$ cat config.mk
export PLATFORM = sky130hd
export DESIGN_NAME = base64_stream_encoder_flat
export DESIGN_NICKNAME = d
export VERILOG_FILES = /design/src/b64_pkg.sv /design/src/b64_byte_if.sv /design/src/b64_char_if.sv /design/src/b64_cfg_if.sv /design/src/b64_queue.sv /design/src/b64_front.sv /design/src/b64_back.sv /design/src/base64_stream_encoder.sv /design/src/flat_wrapper.sv
export VERILOG_INCLUDE_DIRS = /design/src /design/src/src
export SDC_FILE = /design/constraint.sdc
export NUM_CORES = 1
export LEC_CHECK = 0
export BUFFER_PORTS_ARGS = -buffer_cell sky130_fd_sc_hd__buf_2
export CAP_MARGIN = 20
export CORE_UTILIZATION = 50
export CTS_BUF_LIST = sky130_fd_sc_hd__clkbuf_4 sky130_fd_sc_hd__clkbuf_8
export DETAILED_ROUTE_END_ITERATION = 16
export GPL_ROUTABILITY_DRIVEN = 0
export PLACE_DENSITY = 0.75
export SYNTH_ARGS = -nofsm -noshare
export SYNTH_HDL_FRONTEND = slang
export SYNTH_SLANG_ARGS = --single-unit
export TNS_END_PERCENT = 5
$ cat constraint.sdc
create_clock -name clk -period 4.7 [get_ports clk]
set_input_delay 0.235 -clock clk [delete_from_list [all_inputs] [get_ports clk]]
set_output_delay 0.235 -clock clk [all_outputs]
set_load 0.005 [all_outputs]
$ cat src/base64_stream_encoder_assert.svh
// Assertion macros shared by the encoder modules.
// The including module must have clk and an active-low reset named rst_n.
`ifndef BASE64_STREAM_ENCODER_ASSERT_SVH
`define BASE64_STREAM_ENCODER_ASSERT_SVH

`ifndef ASSERT_OFF

`define B64_ASSERT(label, prop, msg) \
    label: assert property (@(posedge clk) disable iff (!rst_n) (prop)) else $error(msg);

`define B64_NEVER(label, expr, msg) \
    label: assert property (@(posedge clk) disable iff (!rst_n) !(expr)) else $error(msg);

`else

`define B64_ASSERT(label, prop, msg)

`define B64_NEVER(label, expr, msg)

`endif

`endif

$ cat src/b64_pkg.sv
`timescale 1ns / 1ps
// ---------------------------------------------------------------------------
// b64_pkg
// Types, constants and the alphabet lookup for the Base64 stream encoder.
// ---------------------------------------------------------------------------
package b64_pkg;

    localparam logic [7:0] PAD_CHAR    = 8'h3D;
    localparam logic [5:0] SEXTET_MASK = 6'h3F;

    // How many message bytes a group carries.
    typedef enum logic [1:0] {
        GRP_FULL = 2'd0,
        GRP_ONE  = 2'd1,
        GRP_TWO  = 2'd2
    } grp_kind_t;

    // One encoding job handed from the front to the back.
    typedef struct packed {
        logic [23:0] word;
        grp_kind_t   kind;
        logic        last;
        logic        url;
    } job_t;

    function automatic logic [7:0] sextet_char(input logic [5:0] idx, input logic url);
        logic [5:0] v;
        logic [7:0] ch;
        v = idx & SEXTET_MASK;
        if (v < 6'd26) begin
            ch = 8'h41 + {2'b00, v};
        end
        else if (v < 6'd52) begin
            ch = 8'h61 + {2'b00, v - 6'd26};
        end
        else if (v < 6'd62) begin
            ch = 8'h30 + {2'b00, v - 6'd52};
        end
        else if (v == 6'd62) begin
            ch = url ? 8'h2D : 8'h2B;
        end
        else begin
            ch = url ? 8'h5F : 8'h2F;
        end
        return ch;
    endfunction

endpackage

$ cat src/b64_byte_if.sv
`timescale 1ns / 1ps
// ---------------------------------------------------------------------------
// b64_byte_if
// Message byte channel: one raw byte per item with a last-byte mark.
// ---------------------------------------------------------------------------
interface b64_byte_if;
    logic       valid;
    logic       ready;
    logic [7:0] data_byte;
    logic       last_byte;

    modport source (output valid, output data_byte, output last_byte, input ready);
    modport sink   (input valid, input data_byte, input last_byte, output ready);
endinterface

$ cat src/b64_char_if.sv
`timescale 1ns / 1ps
// ---------------------------------------------------------------------------
// b64_char_if
// Encoded character channel: one ASCII character per item with a last mark.
// ---------------------------------------------------------------------------
interface b64_char_if;
    logic       valid;
    logic       ready;
    logic [7:0] out_char;
    logic       last_char;

    modport source (output valid, output out_char, output last_char, input ready);
    modport sink   (input valid, input out_char, input last_char, output ready);
endinterface

$ cat src/b64_cfg_if.sv
`timescale 1ns / 1ps
// ---------------------------------------------------------------------------
// b64_cfg_if
// Configuration write channel carrying the url_safe register value.
// ---------------------------------------------------------------------------
interface b64_cfg_if;
    logic valid;
    logic ready;
    logic url_safe;

    modport source (output valid, output url_safe, input ready);
    modport sink   (input valid, input url_safe, output ready);
endinterface

$ cat src/b64_queue.sv
`timescale 1ns / 1ps
// ---------------------------------------------------------------------------
// b64_queue
// Small job queue that decouples the byte front from the character back.
// ---------------------------------------------------------------------------
module b64_queue #(
    parameter int DEPTH = 2
) (
    input  logic          clk,
    input  logic          rst_n,
    input  logic          push_valid,
    output logic          push_ready,
    input  b64_pkg::job_t push_data,
    output logic          pop_valid,
    input  logic          pop_ready,
    output b64_pkg::job_t pop_data
);
    import b64_pkg::*;
`include "base64_stream_encoder_assert.svh"

    localparam int AW = (DEPTH > 1) ? $clog2(DEPTH) : 1;
    localparam int CW = $clog2(DEPTH + 1);

    job_t          slot_reg [DEPTH];
    logic [AW-1:0] wr_ptr_reg, wr_ptr_next;
    logic [AW-1:0] rd_ptr_reg, rd_ptr_next;
    logic [CW-1:0] count_reg, count_next;
    logic          push;
    logic          pop;

    assign push_ready = (count_reg != CW'(DEPTH));
    assign pop_valid  = (count_reg != '0);
    assign pop_data   = slot_reg[rd_ptr_reg];
    assign push       = push_valid && push_ready;
    assign pop        = pop_valid && pop_ready;

    always_comb
    begin
        wr_ptr_next = wr_ptr_reg;
        rd_ptr_next = rd_ptr_reg;
        count_next  = count_reg;
        if (push)
        begin
            wr_ptr_next = (wr_ptr_reg == AW'(DEPTH - 1)) ? '0 : wr_ptr_reg + 1'b1;
        end
        if (pop)
        begin
            rd_ptr_next = (rd_ptr_reg == AW'(DEPTH - 1)) ? '0 : rd_ptr_reg + 1'b1;
        end
        if (push && !pop)
        begin
            count_next = count_reg + 1'b1;
        end
        else if (pop && !push)
        begin
            count_next = count_reg - 1'b1;
        end
    end

    always_ff @(posedge clk or negedge rst_n)
    begin
        if (!rst_n)
        begin
            wr_ptr_reg <= '0;
            rd_ptr_reg <= '0;
            count_reg  <= '0;
        end
        else
        begin
            wr_ptr_reg <= wr_ptr_next;
            rd_ptr_reg <= rd_ptr_next;
            count_reg  <= count_next;
        end
    end

    always_ff @(posedge clk)
    begin
        if (push)
        begin
            slot_reg[wr_ptr_reg] <= push_data;
        end
    end

    `B64_ASSERT(a_count_bound, count_reg <= CW'(DEPTH), "job queue count exceeds depth")
    `B64_ASSERT(a_count_track, (push && !pop) |=> (count_reg == $past(count_reg) + 1'b1), "job queue count lost a push")

endmodule

$ cat src/b64_front.sv
`timescale 1ns / 1ps
// ---------------------------------------------------------------------------
// b64_front
// Accepts message bytes, gathers three-byte groups and issues encoding jobs.
// ---------------------------------------------------------------------------
module b64_front (
    input  logic          clk,
    input  logic          rst_n,
    b64_byte_if.sink      msg,
    b64_cfg_if.sink       cfg,
    output logic          job_valid,
    input  logic          job_ready,
    output b64_pkg::job_t job
);
    import b64_pkg::*;
`include "base64_stream_encoder_assert.svh"

    logic [15:0] held_reg, held_next;
    logic [1:0]  cnt_reg, cnt_next;
    logic        url_reg;
    logic        accept;

    assign msg.ready = job_ready;
    assign cfg.ready = 1'b1;
    assign accept    = msg.valid && msg.ready;

    always_ff @(posedge clk or negedge rst_n)
    begin
        if (!rst_n)
        begin
            url_reg <= 1'b0;
        end
        else if (cfg.valid)
        begin
            url_reg <= cfg.url_safe;
        end
    end

    // A full group or any last byte produces a job; otherwise the byte is held.
    always_comb
    begin
        held_next = held_reg;
        cnt_next  = cnt_reg;
        job_valid = 1'b0;
        job.word  = {held_reg, msg.data_byte};
        job.kind  = GRP_FULL;
        job.last  = msg.last_byte;
        job.url   = url_reg;
        case (cnt_reg)
            2'd2:
            begin
                job_valid = accept;
                if (accept)
                begin
                    cnt_next = 2'd0;
                end
            end
            2'd1:
            begin
                job.word = {held_reg[15:8], msg.data_byte, 8'h00};
                job.kind = GRP_TWO;
                job_valid = accept && msg.last_byte;
                if (accept)
                begin
                    held_next = {held_reg[15:8], msg.data_byte};
                    cnt_next  = msg.last_byte ? 2'd0 : 2'd2;
                end
            end
            default:
            begin
                job.word = {msg.data_byte, 16'h0000};
                job.kind = GRP_ONE;
                job_valid = accept && msg.last_byte;
                if (accept)
                begin
                    held_next = {msg.data_byte, 8'h00};
                    cnt_next  = msg.last_byte ? 2'd0 : 2'd1;
                end
            end
        endcase
    end

    always_ff @(posedge clk or negedge rst_n)
    begin
        if (!rst_n)
        begin
            held_reg <= '0;
            cnt_reg  <= '0;
        end
        else
        begin
            held_reg <= held_next;
            cnt_reg  <= cnt_next;
        end
    end

    `B64_NEVER(a_cnt_legal, cnt_reg == 2'd3, "group count reached three")
    `B64_ASSERT(a_last_flushes, (accept && msg.last_byte) |=> (cnt_reg == 2'd0), "last byte left bytes held")

endmodule

$ cat src/b64_back.sv
`timescale 1ns / 1ps
// ---------------------------------------------------------------------------
// b64_back
// Jobs to ASCII characters, one per cycle unless stalled; standard mode pads.
// ---------------------------------------------------------------------------
module b64_back (
    input  logic          clk,
    input  logic          rst_n,
    input  logic          job_valid,
    output logic          job_ready,
    input  b64_pkg::job_t job,
    b64_char_if.source    code
);
    import b64_pkg::*;
`include "base64_stream_encoder_assert.svh"

    job_t       work_reg, work_next;
    logic       work_valid_reg, work_valid_next;
    logic [1:0] k_reg, k_next;
    logic       out_valid_reg, out_valid_next;
    logic [7:0] out_char_reg, out_char_next;
    logic       out_last_reg, out_last_next;
    logic [1:0] final_idx;
    logic [2:0] n_sextets;
    logic [5:0] sextet;
    logic       advance;
    logic       at_final;

    assign code.valid     = out_valid_reg;
    assign code.out_char  = out_char_reg;
    assign code.last_char = out_last_reg;

    // Unpadded partial groups stop early in URL-safe mode.
    always_comb
    begin
        case (work_reg.kind)
            GRP_ONE:
            begin
                n_sextets = 3'd2;
                final_idx = work_reg.url ? 2'd1 : 2'd3;
            end
            GRP_TWO:
            begin
                n_sextets = 3'd3;
                final_idx = work_reg.url ? 2'd2 : 2'd3;
            end
            default:
            begin
                n_sextets = 3'd4;
                final_idx = 2'd3;
            end
        endcase
        case (k_reg)
            2'd0:    sextet = work_reg.word[23:18];
            2'd1:    sextet = work_reg.word[17:12];
            2'd2:    sextet = work_reg.word[11:6];
            default: sextet = work_reg.word[5:0];
        endcase
    end

    assign advance   = work_valid_reg && (!out_valid_reg || code.ready);
    assign at_final  = (k_reg == final_idx);
    assign job_ready = !work_valid_reg || (advance && at_final);

    always_comb
    begin
        work_next       = work_reg;
        work_valid_next = work_valid_reg;
        k_next          = k_reg;
        if (job_valid && job_ready)
        begin
            work_next       = job;
            work_valid_next = 1'b1;
            k_next          = 2'd0;
        end
        else if (advance && at_final)
        begin
            work_valid_next = 1'b0;
        end
        else if (advance)
        begin
            k_next = k_reg + 1'b1;
        end
    end

    always_comb
    begin
        out_valid_next = out_valid_reg;
        out_char_next  = out_char_reg;
        out_last_next  = out_last_reg;
        if (advance)
        begin
            out_valid_next = 1'b1;
            out_char_next  = ({1'b0, k_reg} < n_sextets) ? sextet_char(sextet, work_reg.url)
                                                         : PAD_CHAR;
            out_last_next  = at_final && ((work_reg.kind != GRP_FULL) || work_reg.last);
        end
        else if (code.ready)
        begin
            out_valid_next = 1'b0;
        end
    end

    always_ff @(posedge clk or negedge rst_n)
    begin
        if (!rst_n)
        begin
            work_valid_reg <= 1'b0;
            k_reg          <= '0;
            out_valid_reg  <= 1'b0;
        end
        else
        begin
            work_valid_reg <= work_valid_next;
            k_reg          <= k_next;
            out_valid_reg  <= out_valid_next;
        end
    end

    always_ff @(posedge clk)
    begin
        work_reg     <= work_next;
        out_char_reg <= out_char_next;
        out_last_reg <= out_last_next;
    end

    `B64_ASSERT(a_index_bound, work_valid_reg |-> (k_reg <= final_idx), "character index past end of group")
    `B64_ASSERT(a_out_source, $rose(out_valid_reg) |-> $past(work_valid_reg), "character issued without a job")

endmodule

$ cat src/base64_stream_encoder.sv
`timescale 1ns / 1ps
// ---------------------------------------------------------------------------
// base64_stream_encoder
// Streaming Base64 encoder, standard or URL-safe alphabet.
// ---------------------------------------------------------------------------
//  Channel   Dir   Item contents
//  msg       in    data_byte[7:0], last_byte
//  code      out   out_char[7:0], last_char
//  cfg       in    url_safe (register write, always ready)
//
//  Bytes are taken one per cycle while the job queue has room; characters
//  leave one per cycle from a registered output while the receiver is ready;
//  a long message yields four characters per three bytes via the single port.
//  A job crosses the queue slot, the work register and the output register.
//  Reset clears held bytes, the queue and the output; url_safe resets to 0.
//  A stalled output fills the queue, after which msg.ready drops.
// ---------------------------------------------------------------------------
module base64_stream_encoder #(
    parameter int QUEUE_DEPTH = 2
) (
    input  logic      clk,
    input  logic      rst_n,
    b64_byte_if.sink  msg,
    b64_char_if.source code,
    b64_cfg_if.sink   cfg
);
    import b64_pkg::*;

    job_t front_job;
    job_t back_job;
    logic front_valid;
    logic front_ready;
    logic back_valid;
    logic back_ready;

    b64_front u_front (
        .clk       (clk),
        .rst_n     (rst_n),
        .msg       (msg),
        .cfg       (cfg),
        .job_valid (front_valid),
        .job_ready (front_ready),
        .job       (front_job)
    );

    b64_queue #(
        .DEPTH (QUEUE_DEPTH)
    ) u_queue (
        .clk        (clk),
        .rst_n      (rst_n),
        .push_valid (front_valid),
        .push_ready (front_ready),
        .push_data  (front_job),
        .pop_valid  (back_valid),
        .pop_ready  (back_ready),
        .pop_data   (back_job)
    );

    b64_back u_back (
        .clk       (clk),
        .rst_n     (rst_n),
        .job_valid (back_valid),
        .job_ready (back_ready),
        .job       (back_job),
        .code      (code)
    );

endmodule

$ cat src/flat_wrapper.sv
// flat-port wrapper written by rule: the top's interface ports become plain ports
module base64_stream_encoder_flat import b64_pkg::*;
#(
    parameter int QUEUE_DEPTH = 2
)
  (clk, rst_n, msg_valid, msg_data_byte, msg_last_byte, msg_ready, code_valid, code_out_char, code_last_char, code_ready, cfg_valid, cfg_url_safe, cfg_ready);
  b64_byte_if msg_i ();
  b64_char_if code_i ();
  b64_cfg_if cfg_i ();
  input  logic clk;
  input  logic rst_n;
  input wire logic [$bits(msg_i.valid)-1:0] msg_valid;
  input wire logic [$bits(msg_i.data_byte)-1:0] msg_data_byte;
  input wire logic [$bits(msg_i.last_byte)-1:0] msg_last_byte;
  output wire logic [$bits(msg_i.ready)-1:0] msg_ready;
  output wire logic [$bits(code_i.valid)-1:0] code_valid;
  output wire logic [$bits(code_i.out_char)-1:0] code_out_char;
  output wire logic [$bits(code_i.last_char)-1:0] code_last_char;
  input wire logic [$bits(code_i.ready)-1:0] code_ready;
  input wire logic [$bits(cfg_i.valid)-1:0] cfg_valid;
  input wire logic [$bits(cfg_i.url_safe)-1:0] cfg_url_safe;
  output wire logic [$bits(cfg_i.ready)-1:0] cfg_ready;
  assign msg_i.valid = msg_valid;
  assign msg_i.data_byte = msg_data_byte;
  assign msg_i.last_byte = msg_last_byte;
  assign msg_ready = msg_i.ready;
  assign code_valid = code_i.valid;
  assign code_out_char = code_i.out_char;
  assign code_last_char = code_i.last_char;
  assign code_i.ready = code_ready;
  assign cfg_i.valid = cfg_valid;
  assign cfg_i.url_safe = cfg_url_safe;
  assign cfg_ready = cfg_i.ready;
  base64_stream_encoder #(.QUEUE_DEPTH(QUEUE_DEPTH)) u_core (.clk(clk), .rst_n(rst_n), .msg(msg_i), .code(code_i), .cfg(cfg_i));
endmodule
==> results.ini <==
[floorplanning]
core_area_um2 = 10500
io-pin-count = 27
fp.dieH_um = 107
initial_core_util_pct = 52.3
fp.dieW_um = 107
floorplan.rows = 37
die_area_um2 = 11400

[logic_synthesis]
post_synth_num_cell_types = 54
synthTopCellsByArea = edfxtp_1 51%, dfrtp_1 12%, mux2_2 5.9%
yosys-top-cells-count = 93 x edfxtp_1, 71 x nand2_1, 30 x o21ai_0, 29 x mux2_2, 27 x dfrtp_1
postSynthCellCount = 442
synth_top_area_share_pct = 50.9
synth-edff-count = 93
seq_area_frac_synth_pct = 63.2
syn_avg_cell_area_um2 = 12.4
syn_nets = 474
synth-seq-cells = 120
ys_dominant_reg_cell = edfxtp_1
async_reset_ff_share_pct = 22.5
yosysWarnings = 0
netlist_area_um2 = 5490
synth_top_area_cell = edfxtp_1
synth.most_common_cell = edfxtp_1

[final_layout]
multi_input_area_um2 = 1890
n_antenna_cell = 0
drive_gt1_share_pct = 20.5
area_growth_pct = 12.3
register_area_um2 = 3470
fill_cells = 820
final_nets = 506
largest_reg_flops = 56

[clock_network]
cts_root_buf = clkbuf_8
clockBufferDepth = 2
clk-insertion-delay-late_ns = 0.43
cts_sinks = 120
clk_pin_slew_worst_paths_ns = 0.07
cts_resized = 0
cts-buffers-inserted = 17
cts_tree = yes
cts_max_level = 4

[detailed_routing]
routedWlPerCell_um = 15.9
drt_pass1_iterations = 5
dr_total_vias = 3451
drcViolationCount = 0
wl_um = 9880
met3_length_um = 455
wl_met2_um = 4880
drtIter0Drc = 211
wl_met1_um = 4280
top_layer_used = met4
ant_nets = 0
via_per_inst = 5.54

[worst_setup_path]
worstSetupStartpoint = u_core.u_back.k_reg[1]
cp_max_fo = 15
end_kind = flip-flop
required_ns = 4.88
critPathKind = reg2reg
worstReg2RegStart = u_core.u_back.k_reg[1]
crit_path_start_kind = flip-flop
cp.arrival_ns = 3.64

[min_path]
hp-start = cfg_url_safe
hold_class = in2reg

[global_route]
overflow = 0
grt_pass1_wl_um = 16400
grt_max_degree = 33
grt_antenna_before_repair = 0
grt_pass1_vias = 3452
track_usage_pct = 19.4

[power]
power_density_nw_per_um2 = 748
vdd_ir_drop_max_mv = 0.576
finalPower_mw = 4.62
p_leak_nw = 2.34

[timing]
fin_crit_sh_pct = 73.7
tightestPinTransition_ns = 0.796
fin_skew_ns = 0.0116
max_freq_mhz = 289
slew_headroom_pct = 46.9
fin_crit_ns = 3.46
rsz0062_at_grt = false
hold_viol_final = 0
setup-violations-final = 0
drv_slew = 0
tns_ns = 0

[placed_design]
dp_hpwl_um = 6950
portBuffers = 25

[outcome]
outcome = finished, final reports clean

[job]
drv_cap = 0

final cells by class:
class / count / share of cell area [%]
multi-input combinational: 287 / 30.7
inverter: 18 / 1.10
sequential: 120 / 56.2
clock buffer: 23 / 4.62
timing repair buffer: 30 / 3.00
tap: 136 / 2.76
clock inverter: 9 / 1.64
final timing paths:
path	cells past startpoint	endpoint	slack, ns
min in group asynchronous	2	u_core.u_front.held_reg[10]	0.36
max in group asynchronous	2	u_core.u_queue.count_reg[1]	3.89
hold reg to reg	0	u_core.u_queue.slot_reg[1][0]	0.47
setup reg to reg	9	u_core.u_back.code.out_char[4]	1.24
setup / recovery	9	u_core.u_back.code.out_char[4]	1.24
hold / removal	2	u_core.u_front.url_reg	0.04
layout by cell type (no fill, tap or decap), types with 8 or more instances in the layout:
cell / synthesis / routed
ha_1: 17 / 17
and2_1: 11 / 11
a21oi_1: 24 / 23
nor2_1: 14 / 14
buf_2: 1 / 25
dfrtp_1: 27 / 27
inv_1: 14 / 14
o21ai_0: 30 / 30
edfxtp_1: 93 / 93
nand3_1: 8 / 8
xnor2_1: 8 / 8
clkbuf_8: 0 / 18
mux2_2: 29 / 29
nand2_1: 71 / 71
routing by layer:
layer / GRT usage, % / vias to the layer above
li1: - / 1672
met2: 32.3 / 114
met5: 0 / -
met3: 4.86 / 25
met1: 22.7 / 1640
met4: 11.3 / 0
power by group:
group          internal, mW  switching [mW]  total (mW)
clock                 0.510           0.372       0.882
combinational         0.786            1.23        2.01
sequential             1.57           0.148        1.72
total                  2.87            1.75        4.62
cells by family after synthesis:
logic type / after synthesis / synth area share [%]
other: 1 / 0.0683
XOR/XNOR: 12 / 1.91
buffers and inverters: 35 / 2.55
AND/OR/NAND/NOR: 132 / 11.0
flip-flops: 120 / 63.2
AO/OA/AOI/OAI: 91 / 10.6
multiplexers: 34 / 6.86
adder cells (fa/ha/maj): 17 / 3.87
metrics by stage:
stage | cell area (µm²) | util, % | std cells | worst slack (ns) | hold WS, ns
global placement | 5750 | 54.7 | 589 | 1.47 | 0.291
CTS | 6170 | 58.7 | 623 | 1.26 | 0.0180
global route | 6170 | 58.7 | 623 | 0.951 | 0.0347
finish | 6170 | 58.7 | 623 | 1.24 | 0.0381
floorplan | 5490 | - | 442 | 0.972 | -0.0606
detailed placement | 5770 | 54.9 | 590 | 1.26 | 0.310
repair_timing:
item | in CTS | in global routing
endpoints found under the hold margin | 27 | 0
hold buffers | 1 | 0
buffers inserted | 0 | 0
critical path: stages, from the launching register on:
cell and delay, ns:
dfrtp_1 0.46, ha_1 0.48, inv_1 0.18, a21oi_2 0.57
ha_1 0.37, nand2b_1 0.20, or4_1 0.41, nand4_1 0.13
mux2i_1 0.08, a221o_1 0.34
No activity file was read; power rests on OpenSTA's default activity.
